[src/rtl/lpg_pkg.sv]
package lpg_pkg;

    // Default coordinate width (bits of one signed pixel coordinate).
    localparam int LPG_COORD_BITS = 12;

    // Frame size registers are fixed at twelve bits.
    localparam int LPG_DIM_BITS = 12;
    localparam logic [LPG_DIM_BITS-1:0] LPG_FRAME_WIDTH_RST  = 12'd640;
    localparam logic [LPG_DIM_BITS-1:0] LPG_FRAME_HEIGHT_RST = 12'd480;

    // Configuration port geometry.
    localparam int LPG_APB_AW = 3;
    localparam int LPG_APB_DW = 32;
    localparam int LPG_COLOR_BITS = 32;

    // Register index, taken from paddr bit 2.
    typedef enum logic [0:0] {
        LPG_REG_FRAME_WIDTH  = 1'b0,
        LPG_REG_FRAME_HEIGHT = 1'b1
    } t_lpg_reg;

    // Input beat kind, carried on tuser.
    typedef enum logic [0:0] {
        LPG_KIND_START = 1'b0,
        LPG_KIND_STEP  = 1'b1
    } t_lpg_kind;

endpackage

[src/rtl/lpg_cfg.sv]
module lpg_cfg
    import lpg_pkg::*;
(
    input  logic                      i_clk,
    input  logic                      i_rst_n,
    input  logic                      psel,
    input  logic                      penable,
    input  logic                      pwrite,
    input  logic [LPG_APB_AW-1:0]     paddr,
    input  logic [LPG_APB_DW-1:0]     pwdata,
    output logic [LPG_APB_DW-1:0]     prdata,
    output logic                      pready,
    output logic [LPG_DIM_BITS-1:0]   o_frame_width,
    output logic [LPG_DIM_BITS-1:0]   o_frame_height
);

    logic [LPG_DIM_BITS-1:0] r_frame_width;
    logic [LPG_DIM_BITS-1:0] r_frame_height;
    t_lpg_reg                reg_sel;
    logic                    wr_en;

    assign reg_sel = t_lpg_reg'(paddr[2]);
    assign wr_en   = psel && penable && pwrite && pready;
    assign pready  = 1'b1;

    always_ff @(posedge i_clk) begin
        if (!i_rst_n) begin
            r_frame_width  <= LPG_FRAME_WIDTH_RST;
            r_frame_height <= LPG_FRAME_HEIGHT_RST;
        end else if (wr_en) begin
            case (reg_sel)
                LPG_REG_FRAME_WIDTH:  r_frame_width  <= pwdata[LPG_DIM_BITS-1:0];
                LPG_REG_FRAME_HEIGHT: r_frame_height <= pwdata[LPG_DIM_BITS-1:0];
                default: ;
            endcase
        end
    end

    always_comb begin
        case (reg_sel)
            LPG_REG_FRAME_WIDTH:  prdata = LPG_APB_DW'(r_frame_width);
            LPG_REG_FRAME_HEIGHT: prdata = LPG_APB_DW'(r_frame_height);
            default:              prdata = '0;
        endcase
    end

    assign o_frame_width  = r_frame_width;
    assign o_frame_height = r_frame_height;

endmodule

[src/rtl/lpg_core.sv]
module lpg_core
    import lpg_pkg::*;
#(
    parameter int COORD_BITS = LPG_COORD_BITS
)
(
    input  logic                        i_clk,
    input  logic                        i_rst_n,
    // Item from the input register.
    input  logic                        i_vld,
    output logic                        o_rdy,
    input  t_lpg_kind                   i_kind,
    input  logic [COORD_BITS-1:0]       i_start_x,
    input  logic [COORD_BITS-1:0]       i_start_y,
    input  logic [COORD_BITS-1:0]       i_end_x,
    input  logic [COORD_BITS-1:0]       i_end_y,
    input  logic [LPG_COLOR_BITS-1:0]   i_color,
    // Clip window.
    input  logic [LPG_DIM_BITS-1:0]     i_frame_width,
    input  logic [LPG_DIM_BITS-1:0]     i_frame_height,
    // Result register.
    output logic                        o_out_vld,
    input  logic                        i_out_rdy,
    output logic [COORD_BITS-1:0]       o_pixel_x,
    output logic [COORD_BITS-1:0]       o_pixel_y,
    output logic [LPG_COLOR_BITS-1:0]   o_pixel_color,
    output logic                        o_in_frame,
    output logic                        o_last
);

    localparam int EW = COORD_BITS + 2;   // error term width, signed
    localparam int CW = (COORD_BITS > LPG_DIM_BITS) ? COORD_BITS : LPG_DIM_BITS;

    // Line state.
    logic signed [COORD_BITS-1:0] r_cur_x, r_cur_y, r_tgt_x, r_tgt_y;
    logic        [COORD_BITS-1:0] r_dx, r_dy;
    logic                         r_x_neg, r_y_neg;
    logic signed [EW-1:0]         r_err;
    logic [LPG_COLOR_BITS-1:0]    r_color;
    logic                         r_busy;

    logic signed [COORD_BITS-1:0] n_cur_x, n_cur_y;
    logic        [COORD_BITS-1:0] n_dx, n_dy;
    logic signed [EW-1:0]         n_err;

    // Result register.
    logic                         r_out_vld;
    logic [COORD_BITS-1:0]        r_pix_x, r_pix_y;
    logic [LPG_COLOR_BITS-1:0]    r_pix_color;
    logic                         r_in_frame, r_last;

    logic                         fire, is_start, emit, fin, in_win;
    logic signed [COORD_BITS-1:0] sx, sy, ex, ey;
    logic                         x_lt, y_lt;
    logic signed [EW:0]           e2;
    logic signed [EW:0]           dx_ext, dy_ext;
    logic                         step_x, step_y;

    assign o_rdy    = !r_out_vld || i_out_rdy;
    assign fire     = i_vld && o_rdy;
    assign is_start = (i_kind == LPG_KIND_START);
    assign emit     = fire && !is_start && r_busy;

    assign sx = $signed(i_start_x);
    assign sy = $signed(i_start_y);
    assign ex = $signed(i_end_x);
    assign ey = $signed(i_end_y);
    assign x_lt = sx < ex;
    assign y_lt = sy < ey;

    // Start: absolute deltas; the difference always fits COORD_BITS unsigned.
    assign n_dx = x_lt ? COORD_BITS'(ex - sx) : COORD_BITS'(sx - ex);
    assign n_dy = y_lt ? COORD_BITS'(ey - sy) : COORD_BITS'(sy - ey);

    // Step: the usual error rule on the doubled error term.
    assign fin    = (r_cur_x == r_tgt_x) && (r_cur_y == r_tgt_y);
    assign e2     = {r_err, 1'b0};
    assign dx_ext = $signed({{(EW + 1 - COORD_BITS){1'b0}}, r_dx});
    assign dy_ext = $signed({{(EW + 1 - COORD_BITS){1'b0}}, r_dy});
    assign step_x = e2 > -dy_ext;
    assign step_y = e2 < dx_ext;

    always_comb begin
        n_err   = r_err;
        n_cur_x = r_cur_x;
        n_cur_y = r_cur_y;
        if (step_x) begin
            n_err   = n_err - EW'(dy_ext);
            n_cur_x = r_x_neg ? r_cur_x - 1'b1 : r_cur_x + 1'b1;
        end
        if (step_y) begin
            n_err   = n_err + EW'(dx_ext);
            n_cur_y = r_y_neg ? r_cur_y - 1'b1 : r_cur_y + 1'b1;
        end
    end

    // Clip test: a non-negative coordinate compared unsigned against the frame.
    assign in_win = !r_cur_x[COORD_BITS-1] && !r_cur_y[COORD_BITS-1] &&
                    (CW'(r_cur_x) < CW'(i_frame_width)) &&
                    (CW'(r_cur_y) < CW'(i_frame_height));

    always_ff @(posedge i_clk) begin
        if (!i_rst_n) begin
            r_cur_x <= '0;
            r_cur_y <= '0;
            r_tgt_x <= '0;
            r_tgt_y <= '0;
            r_dx    <= '0;
            r_dy    <= '0;
            r_x_neg <= 1'b0;
            r_y_neg <= 1'b0;
            r_err   <= '0;
            r_color <= '0;
            r_busy  <= 1'b0;
        end else if (fire && is_start) begin
            r_cur_x <= sx;
            r_cur_y <= sy;
            r_tgt_x <= ex;
            r_tgt_y <= ey;
            r_dx    <= n_dx;
            r_dy    <= n_dy;
            r_x_neg <= !x_lt;
            r_y_neg <= !y_lt;
            r_err   <= EW'(n_dx) - EW'(n_dy);
            r_color <= i_color;
            r_busy  <= 1'b1;
        end else if (emit) begin
            if (fin) begin
                r_busy <= 1'b0;
            end else begin
                r_cur_x <= n_cur_x;
                r_cur_y <= n_cur_y;
                r_err   <= n_err;
            end
        end
    end

    always_ff @(posedge i_clk) begin
        if (!i_rst_n) begin
            r_out_vld <= 1'b0;
        end else if (o_rdy) begin
            r_out_vld <= emit;
        end
    end

    always_ff @(posedge i_clk) begin
        if (emit) begin
            r_pix_x     <= r_cur_x;
            r_pix_y     <= r_cur_y;
            r_pix_color <= r_color;
            r_in_frame  <= in_win;
            r_last      <= fin;
        end
    end

    assign o_out_vld     = r_out_vld;
    assign o_pixel_x     = r_pix_x;
    assign o_pixel_y     = r_pix_y;
    assign o_pixel_color = r_pix_color;
    assign o_in_frame    = r_in_frame;
    assign o_last        = r_last;

    a_start_sets_busy: assert property (@(posedge i_clk) disable iff (!i_rst_n)
        (fire && is_start) |=> r_busy)
        else $error("start beat did not arm the line");

    a_end_clears_busy: assert property (@(posedge i_clk) disable iff (!i_rst_n)
        (emit && fin) |=> (!r_busy && r_out_vld && r_last))
        else $error("end point did not close the line");

    a_idle_step_silent: assert property (@(posedge i_clk) disable iff (!i_rst_n)
        (fire && !is_start && !r_busy) |=> (!r_busy && !r_out_vld))
        else $error("step beat while idle produced a pixel");

    a_emit_loads_output: assert property (@(posedge i_clk) disable iff (!i_rst_n)
        emit |=> (r_out_vld && (r_pix_color == $past(r_color))))
        else $error("emitted pixel missing from result register");

endmodule

[src/rtl/line_pixel_generator.sv]
// Path: a step beat taken on the slave side passes through the input register and the
// result register before it is offered on the master side.
// Throughput: one beat per cycle, start or step, unless the master side stalls; each step beat while a line
// runs produces one pixel beat, set by the single error-update pass between the input and result registers.
// Reset (i_rst_n, synchronous, active low): no line running, both pipeline registers empty,
// frame size 640 by 480.
module line_pixel_generator
    import lpg_pkg::*;
#(
    parameter int COORD_BITS = LPG_COORD_BITS
)
(
    input  logic                            i_clk,
    input  logic                            i_rst_n,

    // Configuration port.
    input  logic                            psel,
    input  logic                            penable,
    input  logic                            pwrite,
    input  logic [LPG_APB_AW-1:0]           paddr,
    input  logic [LPG_APB_DW-1:0]           pwdata,
    output logic [LPG_APB_DW-1:0]           prdata,
    output logic                            pready,

    // Slave side: command beats.
    input  logic                            s_tvalid,
    output logic                            s_tready,
    // tdata, lowest bit up: start_x, start_y, end_x, end_y, color, zero padding
    input  logic [((4*COORD_BITS+LPG_COLOR_BITS+7)/8)*8-1:0] s_tdata,
    // tuser: kind (0 start a line, 1 step one pixel)
    input  logic                            s_tuser,

    // Master side: pixel beats.
    output logic                            m_tvalid,
    input  logic                            m_tready,
    // tdata, lowest bit up: pixel_x, pixel_y, pixel_color, zero padding
    output logic [((2*COORD_BITS+LPG_COLOR_BITS+7)/8)*8-1:0] m_tdata,
    // tuser: in_frame
    output logic                            m_tuser,
    // tlast: the pixel is the end point of its line
    output logic                            m_tlast
);

    localparam int IN_DW  = ((4*COORD_BITS + LPG_COLOR_BITS + 7) / 8) * 8;
    localparam int OUT_DW = ((2*COORD_BITS + LPG_COLOR_BITS + 7) / 8) * 8;
    localparam int OUT_PAD = OUT_DW - (2*COORD_BITS + LPG_COLOR_BITS);

    logic [LPG_DIM_BITS-1:0] frame_width;
    logic [LPG_DIM_BITS-1:0] frame_height;

    // Input register. It loads whenever it is empty or the core takes its
    // contents, so a new beat can enter every cycle while the core keeps taking them.
    logic                       r_in_vld;
    t_lpg_kind                  r_in_kind;
    logic [IN_DW-1:0]           r_in_data;
    logic                       core_rdy;

    logic [COORD_BITS-1:0]      pix_x, pix_y;
    logic [LPG_COLOR_BITS-1:0]  pix_color;

    assign s_tready = !r_in_vld || core_rdy;

    always_ff @(posedge i_clk) begin
        if (!i_rst_n) begin
            r_in_vld <= 1'b0;
        end else if (s_tready) begin
            r_in_vld <= s_tvalid;
        end
    end

    // Payload needs no reset; it only loads on an accepted beat.
    always_ff @(posedge i_clk) begin
        if (s_tvalid && s_tready) begin
            r_in_kind <= t_lpg_kind'(s_tuser);
            r_in_data <= s_tdata;
        end
    end

    lpg_cfg u_cfg (
        .i_clk          (i_clk),
        .i_rst_n        (i_rst_n),
        .psel           (psel),
        .penable        (penable),
        .pwrite         (pwrite),
        .paddr          (paddr),
        .pwdata         (pwdata),
        .prdata         (prdata),
        .pready         (pready),
        .o_frame_width  (frame_width),
        .o_frame_height (frame_height)
    );

    // The core holds the line state, steps it once per step beat, and keeps
    // the result register that feeds the master side.
    lpg_core #(
        .COORD_BITS (COORD_BITS)
    ) u_core (
        .i_clk          (i_clk),
        .i_rst_n        (i_rst_n),
        .i_vld          (r_in_vld),
        .o_rdy          (core_rdy),
        .i_kind         (r_in_kind),
        .i_start_x      (r_in_data[0*COORD_BITS +: COORD_BITS]),
        .i_start_y      (r_in_data[1*COORD_BITS +: COORD_BITS]),
        .i_end_x        (r_in_data[2*COORD_BITS +: COORD_BITS]),
        .i_end_y        (r_in_data[3*COORD_BITS +: COORD_BITS]),
        .i_color        (r_in_data[4*COORD_BITS +: LPG_COLOR_BITS]),
        .i_frame_width  (frame_width),
        .i_frame_height (frame_height),
        .o_out_vld      (m_tvalid),
        .i_out_rdy      (m_tready),
        .o_pixel_x      (pix_x),
        .o_pixel_y      (pix_y),
        .o_pixel_color  (pix_color),
        .o_in_frame     (m_tuser),
        .o_last         (m_tlast)
    );

    // Pack the pixel beat; the top bits are zero padding to a byte boundary.
    generate
        if (OUT_PAD > 0) begin : g_pad
            assign m_tdata = {{OUT_PAD{1'b0}}, pix_color, pix_y, pix_x};
        end else begin : g_nopad
            assign m_tdata = {pix_color, pix_y, pix_x};
        end
    endgenerate

endmodule

[config.mk]
export PLATFORM = sky130hd
export DESIGN_NAME = line_pixel_generator
export DESIGN_NICKNAME = d
export VERILOG_FILES = /design/src/rtl/lpg_pkg.sv /design/src/rtl/lpg_cfg.sv /design/src/rtl/lpg_core.sv /design/src/rtl/line_pixel_generator.sv
export SDC_FILE = /design/constraint.sdc
export NUM_CORES = 1
export LEC_CHECK = 0
export BUFFER_PORTS_ARGS = -buffer_cell sky130_fd_sc_hd__buf_2
export CELL_PAD_IN_SITES_DETAIL_PLACEMENT = 1
export CELL_PAD_IN_SITES_GLOBAL_PLACEMENT = 1
export CORE_MARGIN = 2
export CORE_UTILIZATION = 46
export DETAILED_ROUTE_END_ITERATION = 6
export MAX_ROUTING_LAYER = met4
export PLACE_DENSITY_LB_ADDON = 0.1
export SYNTH_ARGS = -nofsm -noshare
export SYNTH_HDL_FRONTEND = slang
export SYNTH_HIERARCHICAL = 1
export SYNTH_SLANG_ARGS = --single-unit
[constraint.sdc]
create_clock -name i_clk -period 5.93 [get_ports i_clk]
set_input_delay 0.2965 -clock i_clk [delete_from_list [all_inputs] [get_ports i_clk]]
set_output_delay 0.2965 -clock i_clk [all_outputs]
set_load 0.005 [all_outputs]
# After elaboration in Yosys (flattened, before gate mapping)
# Index checks and enable logic that the tools add are counted.
[totals] register_bits=286 elab_cells=95 inputBits=123 mem_count=0 latch_bits=0 output_inout_bits=93 ramBits=0 rom_bits=0
[classes] n_reduce_logical=29 n_eq_ne=3 muxes=21 bitwise_logic=2 div_mod_pow=0 shifts=0 n_mul=0 order_cmp=6 addsub=12
[ops] op="2-to-1 mux 12 bit" n=12
[ops] op="2-to-1 mux 14 bit" n=5
[ops] op="case mux 32 bit (2 select lines)" n=1
[ops] op="less-than comparator 12 bit" n=4
[ops] op="subtractor 12 bit" n=4
[ops] op="adder 12 x 1 -> 12 bit (second input constant)" n=2
[ops] op="== test 12 bit" n=2
[ops] op="subtractor 12 x 1 -> 12 bit (second input constant)" n=2
[ops] op="greater-than comparator 15 bit" n=1
[ops] op="less-than comparator 15 x 13 -> 1 bit" n=1
[ops] op="negator 12 -> 15 bit" n=1
[ops] op="adder 14 x 13 -> 14 bit" n=1
[ops] op="subtractor 14 x 13 -> 14 bit" n=1
[ops] op="subtractor 12 x 12 -> 13 bit" n=1
[ops] op="logical AND 1 bit" n=11
[ops] op="AND reduction 2 bit" n=4
[ops] op="nonzero test 2 bit" n=4
[ops] op="zero test 1 bit" n=6
[ops] op="AND reduction 3 bit" n=2
[ops] op="2-to-1 mux 1 bit" n=3
[ops] op="logical OR 1 bit" n=2
[ops] op="inequality test 2 bit (second input constant)" n=1
[ops] op="NOT 1 bit" n=2

# Logic depth before layout (Yosys ltp)
[logic_depth] word_depth=8 mapped_depth=24 ltp_nobuf=23

# Cells and area by module
# The synthesis kept the hierarchy.
[modules_own_cells] module="lpg_core" n_inst=1 area_per_inst_um2=13170.1 cells_each=1546 seq_area_each_um2=4184.0
[modules_own_cells] module="line_pixel_generator" n_inst=1 area_per_inst_um2=2489.9 cells_each=86 seq_area_each_um2=2452.4
[modules_own_cells] module="lpg_cfg" n_inst=1 area_per_inst_um2=1265.0 cells_each=134 seq_area_each_um2=480.5

# Least setup slack after synthesis
# No wires, ideal clock.
[synth_path] kind="reg-to-reg" from="reg u_core.r_dy[1]" to="reg u_core.r_err[13]" stages_incl_launch_ff=23 slack_ps=854 arrival_time_ps=5013 setup_ps=63 required_ps=5867 path_cell_list="dfxtp_1 > inv_1 > ha_1 > inv_1 > or4_1 > nor3_1 > xnor2_1 > ha_1 > nand4_1 > nor3_1 > o21ai_0 > a31oi_1 > buf_2 > mux2i_1 > inv_1 > ha_1 > a211o_1 > a2111oi_1 > o31ai_1 > o21a_1 > o32a_1 > a311o_1 > nand3_1"
[synth_between] elab_chain_cells=8 word_cells_on_any_way=9
[synth_lines] item="start, declared" line="lpg_core.sv:36" rtl="logic [COORD_BITS-1:0] r_dx, r_dy;"
[synth_lines] item="start signal, assigned" line="lpg_core.sv:121" rtl="r_dy <= n_dy;"
[synth_lines] item="negator 12 -> 15 bit" line="lpg_core.sv:80" rtl="assign step_x = e2 > -dy_ext;"
[synth_lines] item="greater-than comparator 15 bit" line="lpg_core.sv:80"
[synth_lines] item="2-to-1 mux 14 bit *" line="lpg_core.sv:87" rtl="if (step_x) begin"
[synth_lines] item="adder 14 x 13 -> 14 bit" line="lpg_core.sv:92" rtl="n_err = n_err + EW'(dx_ext);"
[synth_lines] item="2-to-1 mux 14 bit *" line="lpg_core.sv:91" rtl="if (step_y) begin"
[synth_lines] item="2-to-1 mux 14 bit *" line="lpg_core.sv:128" rtl="if (fin) begin"
[synth_lines] item="2-to-1 mux 14 bit *" line="lpg_core.sv:127" rtl="end else if (emit) begin"
[synth_lines] item="2-to-1 mux 14 bit *" line="lpg_core.sv:115" rtl="end else if (fire && is_start) begin"
[synth_lines] item="end signal, assigned" line="lpg_core.sv:124" rtl="r_err <= EW'(n_dx) - EW'(n_dy);"
[synth_lines] item="end signal, assigned" line="lpg_core.sv:133" rtl="r_err <= n_err;"
[synth_lines] item="end, declared" line="lpg_core.sv:38" rtl="logic signed [EW-1:0] r_err;"
# Mark *: on every way between the ends. The rest lies on a longest branch, timed or not. The select of a mux whose other input is x is not followed.
# A chain may end at the register's enable or synchronous reset.

# Worst setup path after layout
[layout_path] from="reg u_core.r_dy[2]" to="reg u_core.r_err[13]"
# Same word-level chain as after synthesis.

==> reports/metrics.yaml <==
worst_setup_path:
  critical-path-slowest-cell: "a2111oi_2"
  cp_data_required_time_ns: 6.38
  startpoint: "u_core/r_dy[2]$_SDFFE_PN0P_"
  crit_end: "u_core/r_err[13]$_SDFFE_PN0P_"
  cp_num_buf_inv: 4
  cp_cell_sequence: "nor3_2 > nand2_1 > nor4_1 > buf_4 > nand2_1 > o41ai_1 > o21ai_0 > ha_1 > nand4_1 > nor3_1 > o21ai_0 > a31oi_2 > buf_4 > mux2i_2 > inv_1 > ha_1 > a211o_1 > a2111oi_2 > buf_4 > o31ai_1 > o21a_1 > o32a_1 > a311o_1 > nand3_1"
  r2r_slack_ns: 0.31
  cp-start-kind: "flop"
  worstReg2RegStart: "u_core/r_dy[2]$_SDFFE_PN0P_"
  crit_type: "flop to flop"
  cp.depth: 24
  end_kind: "flop"
  path_common_cell: "buf_4"
  crit_fanout: 5
  r2r-end: "u_core/r_err[13]$_SDFFE_PN0P_"
  rr_worst_depth: 24
  crit_family: "compound AO/OA/AOI/OAI gates"
  crit_path_max_incr_delay_ns: 0.39
  crit_arrival_ns: 6.07
worst_hold_path:
  hp-class: "input pin to flop"
  hold_depth: 3
sta:
  finalHoldViolCount: 0
  tns_ns: 0
  maxSlewHeadroom: 0.270
  max_clock_freq_mhz: 178
  period_needed_ns: 5.62
  final_max_slew_viol_count: 0
  worstMarginPinSlew_ns: 1.10
  finalSetupViolations: 0
  period_share: 0.948
  fin_ws_ns: 0.309
  fin_worst_skew_ns: 0.0306
global_routing:
  grt_usage: 0.280
  grt_max_degree: 135
  grt_pass1_wl_um: 82100
  antenna_found_initial: 0
  grt_pass1_vias: 14855
  grt_overflow: 0
logic_synthesis:
  ys_warn_count: 6
  synth-edff-count: 139
  synth_ff_type: "dfxtp_1"
  synthDistinctLibCells: 104
  yosysSeqAreaShare: 0.420
  netlist_instances: 1766
  synth_area_sq_um: 16900
  avgSynthCellArea_sq_um: 9.58
  async_flop_share: 0
  ys_seq_elements: 286
detailed_routing:
  post_drt_wl_per_cell_um: 20.7
  via_count: 13949
  first_pass_iters: 7
  drc: 0
  viasPerCell: 5.59
  wl_um: 51600
  drt_iter0_drc: 630
  antenna_left: 0
final_layout:
  num-nets-final: 2287
  nFillCells: 4120
  post-route-cell-area_sq_um: 20100
  seq_area_sq_um: 7120
  area_growth_syn_to_layout_pct: 18.5
  multi_input_area_sq_um: 8900
  drive_gt1_frac: 0.148
  mostFrequentLayoutCells: "nand2_1 (219), buf_2 (172), ha_1 (152)"
  final_common_cell: "nand2_1"
  n_antenna_cell: 0
clocking:
  cts.sinks: 286
  root_buffer: "clkbuf_16"
  clockBufferDepth: 3
  clk_latency_ns: 0.54
  clkTransAtPathRegs_ns: 0.06
  cts_tree: "yes"
  htreeDepth: 2
  cts_buffers: 34
status:
  status: "finished, final reports clean"
power_and_ir_drop:
  power_per_cell_area_nw_per_um2: 339
  cellLeakagePower_nw: 8.50
  ir_drop_uv: 319
  finalPower_mw: 6.80
die:
  rows: 70
  io_pins: 216
  initial_core_util: 0.465
  die_x_um: 196
  core-area_sq_um: 36400
  dieHeight_um: 196
  dieArea_sq_um: 38300
flow_run:
  drv.max_cap_violation_count: 0
place:
  dpl.hpwl_um: 36100
  dpl_cell_area_sq_um: 18100
  numPortBuffers: 172
  pre_cts_slack_ns: 0.105
  gp_congestion: 0.855
[per-layer routing]
metal	part of all wire	global-route usage
met5	0	-
met2	0.49	0.472
met4	0.026	0.0814
met1	0.45	0.353
met3	0.041	0.0376
[per-stage QoR]
step	hold slack (ns)	utilization	cells
CTS	0.00258	0.549	2493
global placement	0.411	0.496	2352
detailed placement	0.416	0.496	2352
floorplan	0.395	-	1785
global route	0.0314	0.550	2494
finish	0.0265	0.550	2494
[final cells by class]
class,count,share of cell area
clock buffers,47,0.0469
flip-flops and latches,286,0.355
multi-input cells,1270,0.444
clock inverters,12,0.00830
inverters,140,0.0263
well taps,468,0.0292
repair buffers,271,0.0908
[worst min-delay path by stage]
stage                                         start                                  end
finish                                    pwdata[5]  u_cfg/o_frame_width[5]$_SDFFE_PN0P_
floorplan                                s_tdata[0]               r_in_data[0]$_DFFE_PP_
detailed placement  u_core/r_color[11]$_SDFFE_PN0P_   u_core/o_pixel_color[11]$_DFFE_PP_
global route                              pwdata[6]  u_cfg/o_frame_width[6]$_SDFFE_PN0P_
CTS                                       pwdata[5]  u_cfg/o_frame_width[5]$_SDFFE_PN0P_
global placement    u_core/r_color[29]$_SDFFE_PN0P_   u_core/o_pixel_color[29]$_DFFE_PP_
[timing repair]
item / 4_1_cts / 5_1_grt
hold buffers: 82 / 0
gates resized for setup: 0 / 8
setup endpoints to repair: 0 / 8
endpoints found under the hold margin: 82 / 0
buffers inserted: 0 / 1
[cell families (layout without fill, tap and decap cells)]
kind of cell,Yosys count,after routing,share of synthesized area
AOI/OAI and AO/OA,430,430,0.168
xor gates and xnor gates,82,82,0.0424
adders and majority gates,161,161,0.123
buffers and inverters,229,470,0.0609
DFF,286,286,0.420
muxes,62,62,0.0383
other,2,21,0.000444
and+or+nand+nor,514,514,0.147
[worst min-delay path, delay by kind of cell]
kind | cells | cell delay (ns)
muxes | 1 | 0.05
buffers and inverters | 1 | 0.11
and+or+nand+nor | 1 | 0.05
[where the power goes]
part	switching [mW]	internal [mW]	total (mW)
Clock	0.834	1.28	2.12
Sequential	0.134	2.18	2.32
Combinational	1.35	1.01	2.36
Total	2.32	4.48	6.80
[Yosys cell counts (9+ instances only)]
cell        n  area, sq um
nor2b_1    38          238
nor3_1     37          185
nand3_1    26          130
o21a_1     22          165
nand4_1    15         93.8
xnor2_1    64          561
a31oi_1    15         93.8
nand2_1   219          822
inv_1     139          522
edfxtp_1  139         4170
dfxtp_1   147         2940
o21ai_0    78          390
o31ai_1    11         82.6
nor2_1     77          289
a21o_1     26          195
fa_1        9          180
a22oi_1     9         67.6
or3_1      23          144
mux2_2     22          248
o211ai_1   12         90.1
a211oi_1   21          158
a21oi_1   132          661
clkbuf_1   49          184
ha_1      152         1900
and2_1     10         62.6
mux2i_1    40          400
nand2b_1   16          100
buf_4      22          165
xor2_1     18          158
[registers in the layout (all words and copies together), names as in the netlist, 14 cells and up]
| signal | flops |
|---|---|
| u_core/r_color | 32 |
| r_in_data | 80 |
| u_core/o_pixel_color | 32 |
| u_core/r_err | 14 |
Power figures use the tool's default switching activity.
